`src/lnqs_pkg.sv`:
```
// Shared types and constants for the queued 4-bit character LCD writer.
package lnqs_pkg;

  localparam int QUEUE_DEPTH_DEF = 64;
  localparam int OPQ_DEPTH       = 4;

  // Item codes
  typedef enum logic [1:0] {
    CMD_TICK   = 2'd0,
    CMD_WRITE  = 2'd1,
    CMD_NIBBLE = 2'd2,
    CMD_POS    = 2'd3
  } lnqs_cmd_t;

  // Configuration register indexes
  typedef enum logic [2:0] {
    CFG_NUM_COLS  = 3'd0,
    CFG_NUM_ROWS  = 3'd1,
    CFG_ROW0_BASE = 3'd2,
    CFG_ROW1_BASE = 3'd3,
    CFG_ROW2_BASE = 3'd4,
    CFG_ROW3_BASE = 3'd5
  } lnqs_cfg_idx_t;

  localparam logic [6:0] NUM_COLS_RST  = 7'd20;
  localparam logic [2:0] NUM_ROWS_RST  = 3'd4;
  localparam logic [7:0] ROW0_BASE_RST = 8'h80;
  localparam logic [7:0] ROW1_BASE_RST = 8'hC0;
  localparam logic [7:0] ROW2_BASE_RST = 8'h94;
  localparam logic [7:0] ROW3_BASE_RST = 8'hD4;

  typedef struct packed {
    logic [1:0] cmd;
    logic [7:0] byte_value;
    logic       is_command;
    logic [5:0] column;
    logic [2:0] row;
  } lnqs_item_t;

  typedef struct packed {
    logic       reg_select;
    logic [3:0] data_nibble;
    logic       enable_pin;
    logic       position_error;
    logic       queue_overflow;
  } lnqs_result_t;

  // Queue entry: bit 4 command tag, bits 3..0 nibble
  typedef struct packed {
    logic       tick;
    logic [1:0] nent;
    logic [4:0] e0;
    logic [4:0] e1;
    logic       perr;
  } lnqs_op_t;

  typedef struct packed {
    logic fifo_empty;
    logic fifo_full;
  } lnqs_stat_t;

endpackage

```
`src/lcd_nibble_queue_strobe.sv`:
```
// Top level of the queued 4-bit character LCD writer.
//
//  channel  | handshake                  | payload
//  ---------+----------------------------+----------------------------------------------
//  item     | item_valid / item_stall    | cmd, byte_value, is_command, column, row
//  result   | result_valid / result_stall| reg_select, data_nibble, enable_pin, errors
//  cfg      | cfg_valid / cfg_ready      | cfg_index (register number), cfg_data
//
//  One item per clock sustained unless item_stall or result_stall holds the flow;
//  every item yields exactly one result beat. The op queue is written at the item's
//  accepting edge, then the execute stage and then the result register load in turn.
//  Execute stage does at most two FIFO writes (one per bank) or one pop per cycle.
//  Reset (rst, synchronous) empties all queues, idles the strobe and drops all pins.
//  A stalled result backs up into the op queue; item_stall rises once it is full.
module lcd_nibble_queue_strobe #(
  parameter int QUEUE_DEPTH = lnqs_pkg::QUEUE_DEPTH_DEF
) (
  input  logic                   clk,
  input  logic                   rst,
  input  logic                   item_valid,
  output logic                   item_stall,
  input  lnqs_pkg::lnqs_item_t   item,
  output logic                   result_valid,
  input  logic                   result_stall,
  output lnqs_pkg::lnqs_result_t result,
  input  logic                   cfg_valid,
  output logic                   cfg_ready,
  input  logic [2:0]             cfg_index,
  input  logic [7:0]             cfg_data
);
  import lnqs_pkg::*;

  lnqs_op_t   dec_op;
  lnqs_op_t   head_op;
  logic       opq_full;
  logic       head_valid;
  logic       head_pop;
  lnqs_stat_t stat;

  // registers always writable; software must write them only while idle (unenforced)
  assign cfg_ready  = 1'b1;
  assign item_stall = opq_full;

  // decode: split bytes into tagged nibbles, range-check positions
  lnqs_front u_front (
    .clk       (clk),
    .rst       (rst),
    .cfg_valid (cfg_valid),
    .cfg_index (cfg_index),
    .cfg_data  (cfg_data),
    .item      (item),
    .op        (dec_op)
  );

  // decoupling queue; one beat in per accepted item
  lnqs_opq u_opq (
    .clk        (clk),
    .rst        (rst),
    .push       (item_valid),
    .push_op    (dec_op),
    .full       (opq_full),
    .pop        (head_pop),
    .head_valid (head_valid),
    .head_op    (head_op)
  );

  // execute: nibble FIFO, enable strobe phases, pin levels, result beat
  lnqs_back #(
    .QUEUE_DEPTH (QUEUE_DEPTH)
  ) u_back (
    .clk          (clk),
    .rst          (rst),
    .op_valid     (head_valid),
    .op           (head_op),
    .op_pop       (head_pop),
    .result       (result),
    .result_valid (result_valid),
    .result_stall (result_stall),
    .stat         (stat)
  );

`ifndef SYNTHESIS
  a_fifo_state: assert property (@(posedge clk) disable iff (rst)
    !(stat.fifo_empty && stat.fifo_full))
    else $error("nibble FIFO both empty and full");

  a_err_excl: assert property (@(posedge clk) disable iff (rst)
    (result_valid && result.position_error) |-> !result.queue_overflow)
    else $error("refused position also flagged overflow");

  a_rst_out: assert property (@(posedge clk)
    rst |=> !result_valid)
    else $error("result beat valid right after reset");
`endif

endmodule

```
`src/lnqs_front.sv`:
```
// Front end: configuration registers and item decode into queue operations.
module lnqs_front (
  input  logic                clk,
  input  logic                rst,
  input  logic                cfg_valid,
  input  logic [2:0]          cfg_index,
  input  logic [7:0]          cfg_data,
  input  lnqs_pkg::lnqs_item_t item,
  output lnqs_pkg::lnqs_op_t   op
);
  import lnqs_pkg::*;

  logic [6:0] num_cols;
  logic [2:0] num_rows;
  logic [7:0] row_base [4];
  logic       pos_bad;
  logic [7:0] addr;

  always_ff @(posedge clk) begin
    if (rst) begin
      num_cols    <= NUM_COLS_RST;
      num_rows    <= NUM_ROWS_RST;
      row_base[0] <= ROW0_BASE_RST;
      row_base[1] <= ROW1_BASE_RST;
      row_base[2] <= ROW2_BASE_RST;
      row_base[3] <= ROW3_BASE_RST;
    end else if (cfg_valid) begin
      case (cfg_index)
        CFG_NUM_COLS:  num_cols    <= cfg_data[6:0];
        CFG_NUM_ROWS:  num_rows    <= cfg_data[2:0];
        CFG_ROW0_BASE: row_base[0] <= cfg_data;
        CFG_ROW1_BASE: row_base[1] <= cfg_data;
        CFG_ROW2_BASE: row_base[2] <= cfg_data;
        CFG_ROW3_BASE: row_base[3] <= cfg_data;
        default: ;
      endcase
    end
  end

  assign pos_bad = ({1'b0, item.column} >= num_cols) || (item.row >= num_rows) || item.row[2];
  assign addr    = row_base[item.row[1:0]] + {2'b00, item.column};

  always_comb begin
    op      = '0;
    op.tick = 1'b0;
    case (item.cmd)
      CMD_TICK: begin
        op.tick = 1'b1;
      end
      CMD_WRITE: begin
        op.nent = 2'd2;
        op.e0   = {item.is_command, item.byte_value[7:4]};
        op.e1   = {item.is_command, item.byte_value[3:0]};
      end
      CMD_NIBBLE: begin
        op.nent = 2'd1;
        op.e0   = {1'b1, item.byte_value[3:0]};
      end
      CMD_POS: begin
        op.perr = pos_bad;
        op.nent = pos_bad ? 2'd0 : 2'd2;
        op.e0   = {1'b1, addr[7:4]};
        op.e1   = {1'b1, addr[3:0]};
      end
      default: ;
    endcase
  end

endmodule

```
`src/lnqs_opq.sv`:
```
// Short operation queue between the decode front and the execution back end.
module lnqs_opq (
  input  logic               clk,
  input  logic               rst,
  input  logic               push,
  input  lnqs_pkg::lnqs_op_t push_op,
  output logic               full,
  input  logic               pop,
  output logic               head_valid,
  output lnqs_pkg::lnqs_op_t head_op
);
  import lnqs_pkg::*;

  localparam int PW = $clog2(OPQ_DEPTH);
  localparam int CW = $clog2(OPQ_DEPTH + 1);

  lnqs_op_t        slots [OPQ_DEPTH];
  logic [PW-1:0]   wp;
  logic [PW-1:0]   rp;
  logic [CW-1:0]   count;
  logic            do_push;
  logic            do_pop;

  assign full       = (count == CW'(OPQ_DEPTH));
  assign head_valid = (count != '0);
  assign head_op    = slots[rp];
  assign do_push    = push && !full;
  assign do_pop     = pop && head_valid;

  always_ff @(posedge clk) begin
    if (rst) begin
      wp    <= '0;
      rp    <= '0;
      count <= '0;
    end else begin
      if (do_push) wp <= (wp == PW'(OPQ_DEPTH - 1)) ? '0 : wp + PW'(1);
      if (do_pop)  rp <= (rp == PW'(OPQ_DEPTH - 1)) ? '0 : rp + PW'(1);
      count <= count + CW'(do_push) - CW'(do_pop);
    end
  end

  always_ff @(posedge clk) begin
    if (do_push) slots[wp] <= push_op;
  end

endmodule

```
`src/lnqs_back.sv`:
```
// Back end: nibble FIFO in two interleaved banks, strobe sequencer, pins and result register.
module lnqs_back #(
  parameter int QUEUE_DEPTH = lnqs_pkg::QUEUE_DEPTH_DEF
) (
  input  logic                  clk,
  input  logic                  rst,
  input  logic                  op_valid,
  input  lnqs_pkg::lnqs_op_t    op,
  output logic                  op_pop,
  output lnqs_pkg::lnqs_result_t result,
  output logic                  result_valid,
  input  logic                  result_stall,
  output lnqs_pkg::lnqs_stat_t  stat
);
  import lnqs_pkg::*;

  localparam int BankDepth = (QUEUE_DEPTH + 1) / 2;
  localparam int PtrSlots  = 2 * BankDepth;
  localparam int PW        = $clog2(PtrSlots);
  localparam int RowW      = (BankDepth > 1) ? $clog2(BankDepth) : 1;
  localparam int CntW      = $clog2(QUEUE_DEPTH + 1);

  typedef enum logic [1:0] {
    PH_IDLE = 2'd0,
    PH_HIGH = 2'd1,
    PH_HOLD = 2'd2
  } phase_t;

  function automatic logic [PW-1:0] ptr_inc(input logic [PW-1:0] p);
    ptr_inc = (p == PW'(PtrSlots - 1)) ? '0 : p + PW'(1);
  endfunction

  function automatic logic [RowW-1:0] row_of(input logic [PW-1:0] p);
    row_of = RowW'(p >> 1);
  endfunction

  logic [4:0] bank0 [BankDepth];
  logic [4:0] bank1 [BankDepth];

  phase_t          phase, phase_next;
  logic [PW-1:0]   wp, rp, wp1, wp2;
  logic [CntW-1:0] count;
  logic            first_ok, second_ok, ovf, pop, drop;
  logic            s1_load, out_load;
  logic            s1_valid, s1_pop, s1_drop, s1_perr, s1_ovf;
  logic [4:0]      rd0, rd1, rd_entry;
  logic            rd_sel;
  logic            pin_rs, pin_en;
  logic [3:0]      pin_nib;
  logic            pin_rs_next, pin_en_next;
  logic [3:0]      pin_nib_next;
  logic            we0, we1;
  logic [RowW-1:0] wrow0, wrow1;
  logic [4:0]      wdat0, wdat1;

  assign out_load = s1_valid && (!result_valid || !result_stall);
  assign s1_load  = op_valid && (!s1_valid || out_load);
  assign op_pop   = s1_load;

  assign wp1 = ptr_inc(wp);
  assign wp2 = ptr_inc(wp1);

  assign first_ok  = !op.tick && (op.nent != 2'd0) && (count < CntW'(QUEUE_DEPTH));
  assign second_ok = !op.tick && (op.nent == 2'd2) && first_ok
                     && ((count + CntW'(1)) < CntW'(QUEUE_DEPTH));
  assign ovf       = !op.tick && (((op.nent != 2'd0) && !first_ok)
                     || ((op.nent == 2'd2) && !second_ok));
  assign pop       = op.tick && (phase == PH_IDLE) && (count != '0);
  assign drop      = op.tick && (phase == PH_HIGH);

  always_comb begin
    phase_next = phase;
    if (op.tick) begin
      case (phase)
        PH_IDLE: phase_next = pop ? PH_HIGH : PH_IDLE;
        PH_HIGH: phase_next = PH_HOLD;
        default: phase_next = PH_IDLE;
      endcase
    end
  end

  // first entry lands in bank wp[0], second in the other bank
  always_comb begin
    we0   = s1_load && ((first_ok && !wp[0]) || (second_ok && wp[0]));
    we1   = s1_load && ((first_ok && wp[0]) || (second_ok && !wp[0]));
    wrow0 = wp[0] ? row_of(wp1) : row_of(wp);
    wrow1 = wp[0] ? row_of(wp) : row_of(wp1);
    wdat0 = wp[0] ? op.e1 : op.e0;
    wdat1 = wp[0] ? op.e0 : op.e1;
  end

  always_ff @(posedge clk) begin
    if (we0) bank0[wrow0] <= wdat0;
    if (we1) bank1[wrow1] <= wdat1;
    if (s1_load && pop) begin
      rd0    <= bank0[row_of(rp)];
      rd1    <= bank1[row_of(rp)];
      rd_sel <= rp[0];
    end
  end

  assign rd_entry = rd_sel ? rd1 : rd0;

  always_comb begin
    pin_rs_next  = pin_rs;
    pin_nib_next = pin_nib;
    pin_en_next  = pin_en;
    if (s1_pop) begin
      pin_rs_next  = !rd_entry[4];
      pin_nib_next = rd_entry[3:0];
      pin_en_next  = 1'b1;
    end else if (s1_drop) begin
      pin_en_next  = 1'b0;
    end
  end

  always_ff @(posedge clk) begin
    if (rst) begin
      phase        <= PH_IDLE;
      wp           <= '0;
      rp           <= '0;
      count        <= '0;
      s1_valid     <= 1'b0;
      result_valid <= 1'b0;
      pin_rs       <= 1'b0;
      pin_nib      <= '0;
      pin_en       <= 1'b0;
    end else begin
      if (s1_load) begin
        phase <= phase_next;
        wp    <= second_ok ? wp2 : (first_ok ? wp1 : wp);
        rp    <= pop ? ptr_inc(rp) : rp;
        count <= count + CntW'(first_ok) + CntW'(second_ok) - CntW'(pop);
      end
      if (s1_load)       s1_valid <= 1'b1;
      else if (out_load) s1_valid <= 1'b0;
      if (out_load) begin
        result_valid <= 1'b1;
        pin_rs       <= pin_rs_next;
        pin_nib      <= pin_nib_next;
        pin_en       <= pin_en_next;
      end else if (!result_stall) begin
        result_valid <= 1'b0;
      end
    end
  end

  always_ff @(posedge clk) begin
    if (s1_load) begin
      s1_pop  <= pop;
      s1_drop <= drop;
      s1_perr <= op.perr;
      s1_ovf  <= ovf;
    end
    if (out_load) begin
      result.reg_select     <= pin_rs_next;
      result.data_nibble    <= pin_nib_next;
      result.enable_pin     <= pin_en_next;
      result.position_error <= s1_perr;
      result.queue_overflow <= s1_ovf;
    end
  end

  assign stat.fifo_empty = (count == '0);
  assign stat.fifo_full  = (count == CntW'(QUEUE_DEPTH));

endmodule
```
`config.mk`:
```
export PLATFORM = sky130hd
export DESIGN_NAME = lcd_nibble_queue_strobe
export DESIGN_NICKNAME = d
export VERILOG_FILES = /design/src/lnqs_pkg.sv /design/src/lcd_nibble_queue_strobe.sv /design/src/lnqs_front.sv /design/src/lnqs_opq.sv /design/src/lnqs_back.sv
export SDC_FILE = /design/constraint.sdc
export NUM_CORES = 1
export LEC_CHECK = 0
export ABC_AREA = 1
export BUFFER_PORTS_ARGS = -buffer_cell sky130_fd_sc_hd__buf_4
export CAP_MARGIN = 20
export CELL_PAD_IN_SITES_DETAIL_PLACEMENT = 1
export CELL_PAD_IN_SITES_GLOBAL_PLACEMENT = 2
export CORE_UTILIZATION = 46
export CTS_CLUSTER_DIAMETER = 80
export DETAILED_ROUTE_END_ITERATION = 7
export GPL_ROUTABILITY_DRIVEN = 0
export GPL_TIMING_DRIVEN = 0
export PLACE_DENSITY = 0.93
export SLEW_MARGIN = 20
export SYNTH_ARGS = -nofsm -noshare
export SYNTH_HDL_FRONTEND = slang
export SYNTH_SLANG_ARGS = --single-unit
```
`constraint.sdc`:
```
create_clock -name clk -period 4.8 [get_ports clk]
set_input_delay 0.96 -clock clk [delete_from_list [all_inputs] [get_ports clk]]
set_output_delay 0.96 -clock clk [all_outputs]
set_load 0.02 [all_outputs]
```
* Yosys cells after proc, flatten, opt, wreduce, memory -nomap -nowiden *
Memories as Yosys holds them, arrays and structs flattened. A register that Yosys moved wholly into a read port is not among the register bits.
Cells that the tools add are included.

operators by class
  muxes and demuxes = 57
  equality and inequality tests = 17
  reductions and logical operators = 51
  magnitude comparators = 4
  bitwise gates (word level) = 4
  add/subtract/negate cells = 12

operators by type and width
  operator                                                         number
  1-bit 2-to-1 mux                                                 34
  8-bit 2-to-1 mux                                                 4
  6-bit 2-to-1 mux                                                 5
  5-bit 2-to-1 mux                                                 5
  1-bit logical AND                                                22
  7-bit one-hot mux with 3 select lines                            1
  6-bit by 1-bit adder with 6-bit output, second input constant    3
  6-bit == test, second input constant                             3
  7-bit by 1-bit adder with 7-bit output                           2
  7-bit < comparator, second input constant                        2
  2-bit == test, second input constant                             5
  2-bit 2-to-1 mux                                                 5
  5-bit one-hot mux with 2 select lines                            1
  2-bit AND reduction                                              5
  3-bit == test, second input constant                             3
  1-bit zero test                                                  9
  8-bit by 6-bit adder with 8-bit output                           1
  7-bit by 1-bit adder with 7-bit output, second input constant    1
  6-bit by 7-bit >= comparator with 1-bit output                   1
  1-bit logical OR                                                 7
  7-bit nonzero test                                               1
  7-bit by 1-bit subtractor with 7-bit output                      1
  3-bit by 2-bit == test with 1-bit output, second input constant  2
  2-bit nonzero test                                               3
  other kinds (13)                                                 19

word-level totals
  output and inout bits = 11
  RAM bits = 408
  memories = 4
  register bits after elaboration = 59

memory list
  memory            depth  bits a word  read ports  clocked after memory_dff  wr ports  RTL line          RTL
  u_back.bank0      32     5            1           1                         1         lnqs_back.sv:37   logic [4:0] bank0 [BankDepth];
  u_back.bank1      32     5            1           1                         1         lnqs_back.sv:38   logic [4:0] bank1 [BankDepth];
  u_opq.slots       4      14           1           1                         1         lnqs_opq.sv:17    lnqs_op_t slots [OPQ_DEPTH];
  u_front.row_base  4      8            1           0                         4         lnqs_front.sv:15  logic [7:0] row_base [4];

* Depth between registers and ports, before layout *
Gate-level depths: netlist of the first run.

  depth in word-level cells = 10
  depth in mapped cells = 19

* Hierarchy *
Synthesis of the first run repeated with hierarchy kept, for this count alone.

second synthesis, totals
  cells, all modules = 1902
  area, all modules = 20883.8 um^2

by module, submodules not included
  module                   area an instance (um^2)  seq. area each (um^2)  cells an instance  instances
  lnqs_back                15818.9                  10880.4                1406               1
  lnqs_opq                 2593.7                   1861.8                 198                1
  lnqs_front               2459.9                   1161.1                 296                1
  lcd_nibble_queue_strobe  11.3                     0.0                    2                  1

* Least setup slack after synthesis of the first run *
Ideal clock, no wire load.

  path type = input port to flip-flop
  start point = input item[0] (netlist name)
  end point = memory u_opq.slots[0][8] (netlist name), data pin
  cell stages on the path = 18
  path buffers = 2
  data arrival time = 2982 ps
  path slack = 1539 ps
  cell sequence = clkbuf_1 inv_1 clkbuf_1 nor2_1 o22ai_1 ha_1 inv_1 fa_1 inv_1 nand3_1 nand2_1 nand2_1 nand2_1 nand2_1 nand2_1 a21oi_1 o21ai_0 nand3_1

RTL lines
  element          RTL line                       RTL
  start, declared  lcd_nibble_queue_strobe.sv:22  input lnqs_pkg::lnqs_item_t item,
  end, declared    lnqs_opq.sv:17

* Worst setup path after layout of the first run *
  start point = register u_back.wp[0]
  end point = memory u_back.bank0[29][0] (enable)

between the ends
  cells in the longest elaborated chain, start to end = 6
  elaborated cells on any way between the ends = 11
  those cells by class = add/sub (1); eq/ne (1); mux (4); reduce/logical (5)

RTL lines
  element                                                                                         RTL line          RTL
  start, declared                                                                                 lnqs_back.sv:41   logic [PW-1:0] wp, rp, wp1, wp2;
  start signal, assigned                                                                          lnqs_back.sv:131  wp <= second_ok ? wp2 : (first_ok ? wp1 : wp);
  parallel branches: the longest is 6 deep, another holds 6-bit by 1-bit adder with 6-bit output  --
  end, declared                                                                                   lnqs_back.sv:37

Several ways; the timed one is not identified.

==> reports/metrics.yaml, run 1 <==
number_of_drc_violations_after_detailed_routing: 0
tritoncts: "done"
floorplan.die.width_um: 214.0
fp-row-count: 77
synth_top_area_share: 0.6258
timing.critical_path.to_type: "flop"
ios: 47
hold_viol_final: 0
synth_compound_area_frac: 0.1215
post_route_core_utilization: 0.5387
clock_tree.htree_level_count: 2
post_synth_instance_area_um2: 20680
syn_to_final_growth_pct: 15.43
design.die.area_um2: 45810
synth_area_leaders: "sky130_fd_sc_hd__edfxtp_1 (63%), sky130_fd_sc_hd__nor2_1 (6.3%), sky130_fd_sc_hd__o21ai_0 (5.9%)"
drt-total-wl_um: 65660
r2r_slack_ns: 1.32
design_power_total_mw: 14.74
cts_inserted_buffers: 51
drt_first_iter_violations: 1294
post_cts.repair.setup_buffers: 0
clk-insertion-delay-late_ns: 0.60
hold_class: "flop to flop"
clock-sinks: 479
yosys.area_share.simple: 0.1344
critPathSlowestCell: "sky130_fd_sc_hd__clkbuf_1"
dpl.hpwl_um: 45280
largest_net_degree_at_the_start_of_global_routing: 33
setup.worst_path.end: "u_back.bank0[29][0]"
cap_violations: 0
avgRoutedWirePerCell_um: 25.18
cellPowerDensity_nw_per_um2: 617.3
cts_resized: 0
global_route.overflow_total: 0
route.detailed.vias_per_inst: 5.923
worst_path_class_setup: "flop to flop"
power.static_leakage_nw: 8.459
dominant_combinational_cell_family_by_area_after_synthesis: "simple AND/OR/NAND/NOR gates"
synthXorXnorAreaFrac: 0.001694
syn-mean-instance-area_um2: 11.07
post_place_cell_area_um2: 22080
clock_skew_ns: 0.02046
yosys.cell_count.top_type: "sky130_fd_sc_hd__edfxtp_1"
setup_viol: 0
finish.net_count: 2048
peakVddDrop_uv: 416.1
synth-edff-count: 431
yosysTopAreaCell: "sky130_fd_sc_hd__edfxtp_1"
startpoint_class_of_the_critical_path: "flop"
post-route-min-period_ns: 3.476
grt_first_pass_wirelength_um: 98290
ys_async_sr_fraction: 0
finish.instance_area_um2: 23870
antenna_violations_before_repair: 2
final_min_period_over_clock_period: 0.7242
postSynthNetCount: 1943
diodes_inserted: 0
ctsRootBufferMaster: "sky130_fd_sc_hd__clkbuf_16"
worst_ep_required_time_ns: 5.02
max_clock_freq_ghz: 0.2877
post_cts_hold_buffer_count: 0
num-fill-cells: 4748
worstPathMaxFanout: 10
vias_in_the_first_global_route: 16308
critical_path.cell_chain: "buf_2 -> inv_1 -> buf_2 -> clkbuf_1 -> ha_1 -> inv_1 -> nand3_2 -> nor2_1"
reg2reg_from: "u_back.wp[0]"
seq_area_frac_synth: 0.6722
ctsLongestPathBuffers: 3
buffer_ports.inserted: 44
timing.reg2reg.worst_path_depth: 8
path_delay_family: "buffers and inverters"
worstMarginPinSlew_ns: 0.9771
final_antenna_net_count: 0
fp.coreArea_um2: 44320
netlist_instances: 1868
maxSlewHeadroom: 0.3417
cp_num_buf_inv: 5
setup_slack_ns: 1.324
drtPass1Iterations: 5
synth.lib_cells_used.distinct: 41
dr_total_vias: 15441
cell_depth_of_the_worst_setup_path: 8
yosys_register_bits: 479
cts.clk_slew.worst_paths_ns: 0.06
worst_r2r_endpoint: "u_back.bank0[29][0]"
post_route_cells_drive_above_1_share: 0.09876
final.hold.worst_slack_ns: 0.4630
critical_path.startpoint: "u_back.wp[0]"
synth-warning-count: 0
critical-path-max-stage-delay_ns: 0.63
synth.area.mux_share: 0
outcome: "complete, no violations"
post_synth_fa_ha_maj_area_fraction: 0.02505
postSynth.topFlopCell: "sky130_fd_sc_hd__edfxtp_1"
synth.cells.most_frequent: "sky130_fd_sc_hd__edfxtp_1 (431), sky130_fd_sc_hd__nor2_1 (345), sky130_fd_sc_hd__o21ai_0 (242)"
preCtsSetupSlack_ns: 0.8495
die_h_um: 214.0
worstPathArrival_ns: 3.70
max_transition_viols_final: 0
start_util: 0.4667
rsz0062_at_grt: "false"
global_route.usage.total: 0.2864
==> logic make-up (layout without fill, tap and decap cells) <==
group / count (synthesis) / in the layout
buffers and inverters: 234 / 381
other: 1 / 1
xor gates and xnor gates: 4 / 4
DFF: 479 / 479
and+or+nand+nor: 672 / 672
adders and majority gates: 39 / 39
AOI/OAI and AO/OA: 439 / 439
==> registers in the layout, indices dropped and copies added (netlist names), 4 cells and up, named ones only <==
name              flops
u_back.bank0        160
u_back.bank1        160
u_back.count          7
u_back.pin_nib        4
u_back.rd0            5
u_back.rd1            5
u_back.result         8
u_back.rp             6
u_back.wp             6
u_front.num_cols      7
u_front.row_base     32
u_opq.slots          56
==> worst min path at each step <==
stage | start | to | slack [ns] | depth (start not counted)
floorplan | u_back.s1_ovf | u_back.result[0] | 0.40 | 0
global placement | u_back.pin_en | u_back.pin_en | 0.44 | 2
detailed placement | u_back.s1_ovf | u_back.result[0] | 0.42 | 0
CTS | u_back.s1_ovf | u_back.result[0] | 0.46 | 0
global route | u_back.s1_ovf | u_back.result[0] | 0.47 | 0
finish | u_back.pin_nib[1] | u_back.pin_nib[1] | 0.46 | 2
==> metal layers <==
metal | track usage | vias to the layer above | share of wire
met5 | 0 | - | 0.00041
met1 | 0.3547 | 7767 | 0.38
met3 | 0.05404 | 164 | 0.082
li1 | - | 6822 | -
met4 | 0.1115 | 4 | 0.036
met2 | 0.4952 | 684 | 0.50
==> stage by stage <==
step           cells  TNS [ns]
2_1_floorplan   1868         0
3_3_place_gp    2504   -101.03
3_5_place_dp    2512         0
4_1_cts         2607         0
5_1_grt         2607         0
6_report        2607         0
==> layout make-up <==
cell class	instances	area, µm²	area share
timing repair buffer	52	538.0	0.02254
tap	592	740.7	0.03103
clock inverter	33	441.7	0.01850
clock buffer	62	1349	0.05650
multi-input combinational	1155	5972	0.2501
buffer	92	396.6	0.01661
inverter	142	533.0	0.02233
sequential	479	13900	0.5824
==> cells in the final DEF, fill, tap and decap left out, types with 5 or more instances in the layout <==
cell / n
sky130_fd_sc_hd__nor2_1: 341
sky130_fd_sc_hd__clkinv_2: 8
sky130_fd_sc_hd__inv_2: 6
sky130_fd_sc_hd__buf_4: 49
sky130_fd_sc_hd__clkinv_1: 10
sky130_fd_sc_hd__o22ai_1: 52
sky130_fd_sc_hd__dfxtp_1: 48
sky130_fd_sc_hd__inv_1: 136
sky130_fd_sc_hd__nand3_1: 65
sky130_fd_sc_hd__edfxtp_1: 431
sky130_fd_sc_hd__nand4_1: 14
sky130_fd_sc_hd__nor2_2: 6
sky130_fd_sc_hd__o21ai_0: 232
sky130_fd_sc_hd__nand3_2: 11
sky130_fd_sc_hd__clkbuf_1: 68
sky130_fd_sc_hd__clkbuf_16: 52
sky130_fd_sc_hd__nand2_1: 219
sky130_fd_sc_hd__buf_2: 20
sky130_fd_sc_hd__o21ai_4: 10
sky130_fd_sc_hd__nor3_1: 7
sky130_fd_sc_hd__a21oi_1: 60
sky130_fd_sc_hd__ha_1: 35
sky130_fd_sc_hd__bufinv_16: 11
sky130_fd_sc_hd__o21ai_1: 9
sky130_fd_sc_hd__a211oi_1: 5
sky130_fd_sc_hd__a32o_1: 11
sky130_fd_sc_hd__o221ai_1: 7
sky130_fd_sc_hd__buf_1: 7
sky130_fd_sc_hd__buf_16: 7
sky130_fd_sc_hd__o211ai_1: 38
==> worst register-to-register path: stages, from the launching register on <==
cell and delay, ns:
sky130_fd_sc_hd__dfxtp_1 0.31, sky130_fd_sc_hd__buf_2 0.19, sky130_fd_sc_hd__inv_1 0.16, sky130_fd_sc_hd__buf_2 0.31
sky130_fd_sc_hd__clkbuf_1 0.63, sky130_fd_sc_hd__ha_1 0.41, sky130_fd_sc_hd__inv_1 0.21, sky130_fd_sc_hd__nand3_2 0.33
sky130_fd_sc_hd__nor2_1 0.54
==> power by group <==
part           internal (mW)  leakage (nW)  switching (mW)  total [mW]
logic                   1.26          3.25            3.44        4.70
registers               5.60          4.33           0.148        5.74
clock network           2.59         0.875            1.70        4.29
Note: power is estimated with default switching activity, not from simulation.
==> run 2, diff against run 1 <==
--- a/config.mk
+++ b/config.mk
@@ -10,12 +10,12 @@
 export CAP_MARGIN = 20
 export CELL_PAD_IN_SITES_DETAIL_PLACEMENT = 1
 export CELL_PAD_IN_SITES_GLOBAL_PLACEMENT = 2
-export CORE_UTILIZATION = 46
+export CORE_UTILIZATION = 38
 export CTS_CLUSTER_DIAMETER = 80
 export DETAILED_ROUTE_END_ITERATION = 7
 export GPL_ROUTABILITY_DRIVEN = 0
 export GPL_TIMING_DRIVEN = 0
-export PLACE_DENSITY = 0.93
+export PLACE_DENSITY = 0.83
 export SLEW_MARGIN = 20
 export SYNTH_ARGS = -nofsm -noshare
 export SYNTH_HDL_FRONTEND = slang
==> constraint.sdc (replaced) <==
create_clock -name clk -period 2.8 [get_ports clk]
set_input_delay 0.56 -clock clk [delete_from_list [all_inputs] [get_ports clk]]
set_output_delay 0.56 -clock clk [all_outputs]
set_load 0.02 [all_outputs]
==> run 2 against run 1 <==
- the flow now finishes with violations (setup timing)
- combinational power up 88%
- clock power is 59% higher
- die area rose by 21%
- sequential share of layout area shrank 2.0 points
- wire length down 1.9%
- global-route usage shrank 5.4 points
- cell count grew 4.9%
- clock skew up 0.017 ns
- largest cell class unchanged
- largest power group unchanged
- non-clock buffer count grew 25
==> reports/metrics.yaml, run 2 (same netlist as run 1, synthesis figures left out) <==
drt-total-wl_um: 64420  # was 65660 µm
most-common-layout-cells: "sky130_fd_sc_hd__edfxtp_1 (431), sky130_fd_sc_hd__nor2_1 (275), sky130_fd_sc_hd__o21ai_0 (224), sky130_fd_sc_hd__nand2_1 (217), sky130_fd_sc_hd__inv_1 (129)"  # was sky130_fd_sc_hd__edfxtp_1 (431), sky130_fd_sc_hd__nor2_1 (341), sky130_fd_sc_hd__o21ai_0 (232), sky130_fd_sc_hd__nand2_1 (219), sky130_fd_sc_hd__inv_1 (136)
tritoncts: "done"  # unchanged
floorplan.die.width_um: 235.3  # was 214.0 µm
max_transition_viols_final: 0  # unchanged
drt_first_iter_violations: 1190  # was 1294
peakVddDrop_uv: 659.0  # was 416.1 µV
fp-row-count: 85  # was 77
violations: "setup timing"
clk-insertion-delay-late_ns: 0.62  # was 0.60 ns
grt_first_pass_wirelength_um: 96410  # was 98290 µm
reg2reg_from: "u_opq.count[1]"  # was u_back.wp[0]
post-route-min-period_ns: 2.990  # was 3.476 ns
cts.clk_slew.worst_paths_ns: 0.06  # about the same
hold_viol_final: 0  # unchanged
setup_viol: 118  # was 0
global_route.usage.total: 0.2324  # was 0.2864
holdCritStartpoint: "cfg_data[2]"  # was u_back.pin_nib[1]
power.static_leakage_nw: 8.613  # was 8.459 nW
startpoint_class_of_the_critical_path: "flop"  # unchanged
critical_path.startpoint: "u_opq.count[1]"  # was u_back.wp[0]
worst_path_class_setup: "flop to flop"  # unchanged
diodes_inserted: 0  # unchanged
rsz0062_at_grt: "true"  # was false
critical-path-max-stage-delay_ns: 0.51  # was 0.63 ns
design.die.area_um2: 55360  # was 45810 µm²
avgRoutedWirePerCell_um: 23.55  # was 25.18 µm
final_antenna_net_count: 0  # unchanged
preCtsSetupSlack_ns: -0.6640  # was 0.8495 ns
cp_num_buf_inv: 2  # was 5
ios: 47  # unchanged
worstPathArrival_ns: 3.24  # was 3.70 ns
post_route_cells_drive_above_1_share: 0.1658  # was 0.09876
worstMarginPinSlew_ns: 0.8962  # was 0.9771 ns
post_route_core_utilization: 0.4601  # was 0.5387
dpl.hpwl_um: 45590  # was 45280 µm
clock-sinks: 479  # unchanged
cap_violations: 0  # unchanged
antenna_violations_before_repair: 1  # was 2
dr_total_vias: 15230  # was 15441
clock_skew_ns: 0.03769  # was 0.02046 ns
fp.coreArea_um2: 53810  # was 44320 µm²
final_total_negative_setup_slack_ns: -12.49  # was 0 ns
drtPass1Iterations: 5  # unchanged
syn_to_final_growth_pct: 19.71  # was 15.43%
ctsRootBufferMaster: "sky130_fd_sc_hd__clkbuf_16"  # unchanged
global_route.overflow_total: 0  # unchanged
path_delay_family: "simple AND/OR/NAND/NOR gates"  # was buffers and inverters
worstPathMaxFanout: 10  # unchanged
clock_tree.htree_level_count: 2  # unchanged
setup_slack_ns: -0.1904  # was 1.324 ns
max_clock_freq_ghz: 0.3344  # was 0.2877 GHz
die_h_um: 235.3  # was 214.0 µm
maxSlewHeadroom: 0.4019  # was 0.3417
finish.net_count: 2073  # was 2048
cts_inserted_buffers: 51  # unchanged
reg.largest.list: "u_back.bank0: 160 flops, u_back.bank1: 160 flops, u_opq.slots: 56 flops"  # unchanged
critical_path.cell_chain: "inv_1 -> nand3_1 -> nand2_1 -> inv_2 -> nand4_4 -> a21oi_4 -> nand3_2 -> nor2_2"  # was buf_2 -> inv_1 -> buf_2 -> clkbuf_1 -> ha_1 -> inv_1 -> nand3_2 -> nor2_1
final_min_period_over_clock_period: 1.068  # was 0.7242
cellPowerDensity_nw_per_um2: 1029  # was 617.3 nW/µm²
hold_class: "input pin to flop"  # was flop to flop
ctsLongestPathBuffers: 3  # unchanged
largest_net_degree_at_the_start_of_global_routing: 33  # unchanged
timing.critical_path.to_type: "flop"  # unchanged
number_of_drc_violations_after_detailed_routing: 0  # unchanged
vias_in_the_first_global_route: 15669  # was 16308
outcome: "finished with violations"  # was complete, no violations
layout_commonest_cell: "sky130_fd_sc_hd__edfxtp_1"  # unchanged
start_util: 0.3843  # was 0.4667
route.detailed.vias_per_inst: 5.569  # was 5.923
buffer_ports.inserted: 44  # unchanged
worst_ep_required_time_ns: 3.05  # was 5.02 ns
post_cts_hold_buffer_count: 0  # unchanged
critPathSlowestCell: "sky130_fd_sc_hd__nand3_2"  # was sky130_fd_sc_hd__clkbuf_1
num-fill-cells: 5776  # was 4748
==> run 2: metrics by stage <==
| stage | power [mW] | hold slack, ns | instances | cell area (µm²) |
|---|---|---|---|---|
| floorplan | 14.18 | 0.4003 | 1868 | 20680 |
| global placement | 16.93 | 0.4335 | 2608 | 21890 |
| detailed placement | 18.04 | 0.4108 | 2619 | 22300 |
| CTS | 25.07 | 0.1667 | 2721 | 24340 |
| global route | 26.57 | 0.1924 | 2735 | 24760 |
| finish | 25.49 | 0.1901 | 2735 | 24760 |
==> run 2: worst min-delay path, delay by kind of cell <==
family                 cells  cell delay [ns]
buffers and inverters      1             0.08
AOI/OAI and AO/OA          1             0.08
and+or+nand+nor            1             0.05
==> run 2: metal layers <==
| layer | vias to the layer above | share of wire | wire length, µm | global-route usage |
|---|---|---|---|---|
| met5 | - | 0.00016 | 10 | 0 |
| met4 | 2 | 0.032 | 2061 | 0.08398 |
| met2 | 495 | 0.48 | 31150 | 0.3916 |
| met1 | 7728 | 0.42 | 26730 | 0.2995 |
| met3 | 127 | 0.069 | 4461 | 0.04268 |
| li1 | 6878 | - | - | - |
==> run 2: final timing paths <==
kind                                            end  slack [ns]  cells past startpoint
worst min register to register     u_back.result[0]        0.46                      0
worst max-delay path            u_back.bank1[22][2]       -0.19                      8
worst min-delay path            u_front.num_rows[2]        0.19                      3
worst max register to register  u_back.bank1[22][2]       -0.19                      8
==> run 2: final cells by class <==
cell class                 count  area (µm²)  area share
buffer                        92       426.7     0.01723
clock buffer                  62        1318     0.05321
clock inverter                32       336.6     0.01359
inverter                     142       538.0     0.02173
multi-input combinational   1155        6550      0.2646
sequential                   479       13910      0.5619
tap                          696       870.8     0.03517
timing repair buffer          77       807.0     0.03260
==> run 2: power by group <==
part | switching [mW] | total, mW | leakage [nW] | internal, mW
Clock | 2.89 | 6.80 | 0.810 | 3.91
Sequential | 0.250 | 9.84 | 4.33 | 9.59
Combinational | 6.20 | 8.84 | 3.47 | 2.65
Total | 9.34 | 25.5 | 8.61 | 16.2
==> run 2: repair_timing <==
action                     4_1_cts  5_1_grt
pin swaps                        4       17
setup endpoints to repair      335      332
gates resized for setup        106       87
buffers inserted                 8       14
==> run 3, diff against run 2 <==
--- a/config.mk
+++ b/config.mk
@@ -10,12 +10,13 @@
 export CAP_MARGIN = 20
 export CELL_PAD_IN_SITES_DETAIL_PLACEMENT = 1
 export CELL_PAD_IN_SITES_GLOBAL_PLACEMENT = 2
-export CORE_UTILIZATION = 38
+export CORE_UTILIZATION = 46
 export CTS_CLUSTER_DIAMETER = 80
 export DETAILED_ROUTE_END_ITERATION = 7
 export GPL_ROUTABILITY_DRIVEN = 0
 export GPL_TIMING_DRIVEN = 0
-export PLACE_DENSITY = 0.83
+export PLACE_DENSITY = 0.93
+export RECOVER_POWER = 100
 export SLEW_MARGIN = 20
 export SYNTH_ARGS = -nofsm -noshare
 export SYNTH_HDL_FRONTEND = slang
==> constraint.sdc (replaced) <==
create_clock -name clk -period 3.6 [get_ports clk]
set_input_delay 0.72 -clock clk [delete_from_list [all_inputs] [get_ports clk]]
set_output_delay 0.72 -clock clk [all_outputs]
set_load 0.02 [all_outputs]
==> run 3 against run 2 <==
- the flow finishes with violations (capacitance limit)
- hold slack gained 0.17 ns
- register-to-register slack better by 0.27 ns
- combinational power decreased by 34%
- largest cell class unchanged
==> reports/metrics.yaml, run 3 (same netlist as run 1, synthesis figures left out) <==
ios: 47  # unchanged
worstMarginPinSlew_ns: 1.482  # was 0.8962 ns
fp.coreArea_um2: 44320  # was 53810 µm²
dr_total_vias: 15428  # was 15230
clock-sinks: 479  # unchanged
largest_net_degree_at_the_start_of_global_routing: 33  # unchanged
worstPathArrival_ns: 3.97  # was 3.24 ns
power.static_leakage_nw: 8.348  # was 8.613 nW
max_clock_freq_ghz: 0.2838  # was 0.3344 GHz
fp-row-count: 77  # was 85
worst_ep_required_time_ns: 4.05  # was 3.05 ns
antenna_violations_before_repair: 3  # was 1
clk-insertion-delay-late_ns: 0.61  # was 0.62 ns
dpl.hpwl_um: 45280  # was 45590 µm
drtPass1Iterations: 5  # unchanged
drt_first_iter_violations: 1353  # was 1190
path_delay_family: "buffers and inverters"  # was simple AND/OR/NAND/NOR gates
avgRoutedWirePerCell_um: 25.19  # was 23.55 µm
post_cts_hold_buffer_count: 0  # unchanged
die_h_um: 214.0  # was 235.3 µm
critPathSlowestCell: "sky130_fd_sc_hd__clkbuf_1"  # was sky130_fd_sc_hd__nand3_2
r2r_slack_ns: 0.08  # was -0.19 ns
final_total_negative_setup_slack_ns: 0  # was -12.49 ns
hold_class: "input pin to flop"  # unchanged
critical_path.most_common_cell: "sky130_fd_sc_hd__clkbuf_1"
holdCritStartpoint: "cfg_data[2]"  # unchanged
drt-total-wl_um: 65670  # was 64420 µm
final_min_period_over_clock_period: 0.9790  # was 1.068
buffer_ports.inserted: 44  # unchanged
ctsRootBufferMaster: "sky130_fd_sc_hd__clkbuf_16"  # unchanged
critical_path.cell_chain: "clkbuf_2 -> clkbuf_1 -> clkbuf_1 -> o21ai_0 -> o211ai_1 -> nand3_1 -> nand4_1 -> o21ai_1 -> inv_1"  # was inv_1 -> nand3_1 -> nand2_1 -> inv_2 -> nand4_4 -> a21oi_4 -> nand3_2 -> nor2_2
ctsLongestPathBuffers: 3  # unchanged
layout_commonest_cell: "sky130_fd_sc_hd__edfxtp_1"  # unchanged
setup_viol: 0  # was 118
post_route_cells_drive_above_1_share: 0.07792  # was 0.1658
most-common-layout-cells: "sky130_fd_sc_hd__edfxtp_1 (431), sky130_fd_sc_hd__nor2_1 (347), sky130_fd_sc_hd__o21ai_0 (238), sky130_fd_sc_hd__nand2_1 (220), sky130_fd_sc_hd__inv_1 (138)"  # was sky130_fd_sc_hd__edfxtp_1 (431), sky130_fd_sc_hd__nor2_1 (275), sky130_fd_sc_hd__o21ai_0 (224), sky130_fd_sc_hd__nand2_1 (217), sky130_fd_sc_hd__inv_1 (129)
route.detailed.vias_per_inst: 5.918  # was 5.569
start_util: 0.4667  # was 0.3843
design.die.area_um2: 45810  # was 55360 µm²
num-fill-cells: 4788  # was 5776
globalRoute.busiestLayer: "met2"  # unchanged
layout.cells.non_filler: 2607  # was 2735
setup.worst_path.end: "u_back.rd1[0]"  # was u_back.bank1[22][2]
post-route-min-period_ns: 3.524  # was 2.990 ns
critical_path.startpoint: "u_back.rp[2]"  # was u_opq.count[1]
cts.clk_slew.worst_paths_ns: 0.06  # about the same
grt_first_pass_wirelength_um: 98290  # was 96410 µm
floorplan.die.width_um: 214.0  # was 235.3 µm
reg2reg_from: "u_back.rp[2]"  # was u_opq.count[1]
tritoncts: "done"  # unchanged
worstPathMaxFanout: 10  # unchanged
vias_in_the_first_global_route: 16308  # was 15669
design_power_total_mw: 19.26  # was 25.49 mW
cts_inserted_buffers: 51  # unchanged
violations: "capacitance limit"  # was setup timing
final_antenna_net_count: 0  # unchanged
maxSlewHeadroom: 0.001322  # was 0.4019
syn_to_final_growth_pct: 13.88  # was 19.71%
cap_violations: 1  # was 0
post_cts.repair.setup_buffers: 0  # was 8
timing.critical_path.to_type: "flop"  # unchanged
timing.reg2reg.worst_path_depth: 9  # was 8
peakVddDrop_uv: 552.1  # was 659.0 µV
cell_depth_of_the_worst_setup_path: 9  # was 8
rsz0062_at_grt: "false"  # was true
cellPowerDensity_nw_per_um2: 817.7  # was 1029 nW/µm²
worst_r2r_endpoint: "u_back.rd1[0]"  # was u_back.bank1[22][2]
clock_skew_ns: 0.01876  # was 0.03769 ns
diodes_inserted: 0  # unchanged
number_of_drc_violations_after_detailed_routing: 0  # unchanged
number_of_placed_instances_taps_included: 2512  # was 2619
max_transition_viols_final: 0  # unchanged
globalRouteMet3Util: 0.05404  # was 0.04268
global_route.usage.total: 0.2864  # was 0.2324
grt_util_met1: 0.3547  # was 0.2995
outcome: "finished with violations"  # unchanged
cp_num_buf_inv: 4  # was 2
worst_path_class_setup: "flop to flop"  # unchanged
use_met2: 0.4952  # was 0.3916
hold_viol_final: 0  # unchanged
global_route.overflow_total: 0  # unchanged
reg.largest.list: "u_back.bank0: 160 flops, u_back.bank1: 160 flops, u_opq.slots: 56 flops"  # unchanged
critical-path-max-stage-delay_ns: 0.76  # was 0.51 ns
startpoint_class_of_the_critical_path: "flop"  # unchanged
finish.net_count: 2048  # was 2073
clock_tree.htree_level_count: 2  # unchanged
final.hold.worst_slack_ns: 0.3630  # was 0.1901 ns
==> run 3: cell types whose count changed in the layout (fill, tap and decap cells not counted), moves of 9 or more <==
cell | previous run | this run
sky130_fd_sc_hd__nor2_1 | 275 | 347
sky130_fd_sc_hd__nor2_4 | 47 | 0
sky130_fd_sc_hd__buf_4 | 69 | 33
sky130_fd_sc_hd__clkbuf_1 | 60 | 86
sky130_fd_sc_hd__nor2_2 | 26 | 1
sky130_fd_sc_hd__nand3_1 | 59 | 73
sky130_fd_sc_hd__o21ai_0 | 224 | 238
sky130_fd_sc_hd__o21ai_4 | 11 | 0
sky130_fd_sc_hd__inv_1 | 129 | 138
sky130_fd_sc_hd__nand3_2 | 12 | 3
==> run 3: what timing repair did <==
item,CTS,global route
resized for setup,0,2
hold endpoints to repair,0,0
endpoints found under the setup margin,0,32
==> run 3: per-stage QoR <==
stage	worst slack, ns	cell area [µm²]	util
6_report	0.07577	23550	0.5315
2_1_floorplan	0.5790	20680	-
3_3_place_gp	-2.041	21750	0.4909
5_1_grt	0.03170	23550	0.5315
4_1_cts	0.1480	23870	0.5387
3_5_place_dp	-0.1105	22080	0.4983
==> run 3: routing by layer <==
metal | part of all wire | up-vias | routed length, µm
met2 | 0.50 | 664 | 32630
met5 | 0.00061 | - | 40
met3 | 0.081 | 154 | 5333
li1 | - | 6820 | -
met1 | 0.39 | 7784 | 25330
met4 | 0.035 | 6 | 2328
==> run 3: how the worst min path moves through the flow <==
stage                                     end  cells past startpoint
after floorplan              u_back.result[0]                      0
after detailed placement     u_back.result[0]                      0
after global routing      u_front.num_rows[2]                      3
after global placement          u_back.pin_en                      2
after CTS                 u_front.num_rows[2]                      3
final                     u_front.num_rows[2]                      3
==> run 3: area by class of cell <==
class                      instances  area (µm²)  area share
multi-input combinational       1155        5801      0.2463
timing repair buffer              52       392.9     0.01668
tap                              592       740.7     0.03145
clock buffer                      62        1349     0.05726
inverter                         142       533.0     0.02263
sequential                       479       13900      0.5903
clock inverter                    33       441.7     0.01875
buffer                            92       392.9     0.01668
==> run 3: worst register-to-register path, cell delays in order, from the launching register on <==
cell and delay [ns]:
sky130_fd_sc_hd__dfxtp_1 0.30, sky130_fd_sc_hd__clkbuf_2 0.28, sky130_fd_sc_hd__clkbuf_1 0.58, sky130_fd_sc_hd__clkbuf_1 0.76, sky130_fd_sc_hd__o21ai_0 0.30, sky130_fd_sc_hd__o211ai_1 0.40, sky130_fd_sc_hd__nand3_1 0.21, sky130_fd_sc_hd__nand4_1 0.14
sky130_fd_sc_hd__o21ai_1 0.25, sky130_fd_sc_hd__inv_1 0.16
==> run 3: power breakdown <==
group / switching [mW] / total (mW) / leakage (nW) / internal (mW)
registers: 0.194 / 7.68 / 4.33 / 7.49
clock network: 2.28 / 5.73 / 0.875 / 3.45
logic: 4.45 / 5.85 / 3.14 / 1.40
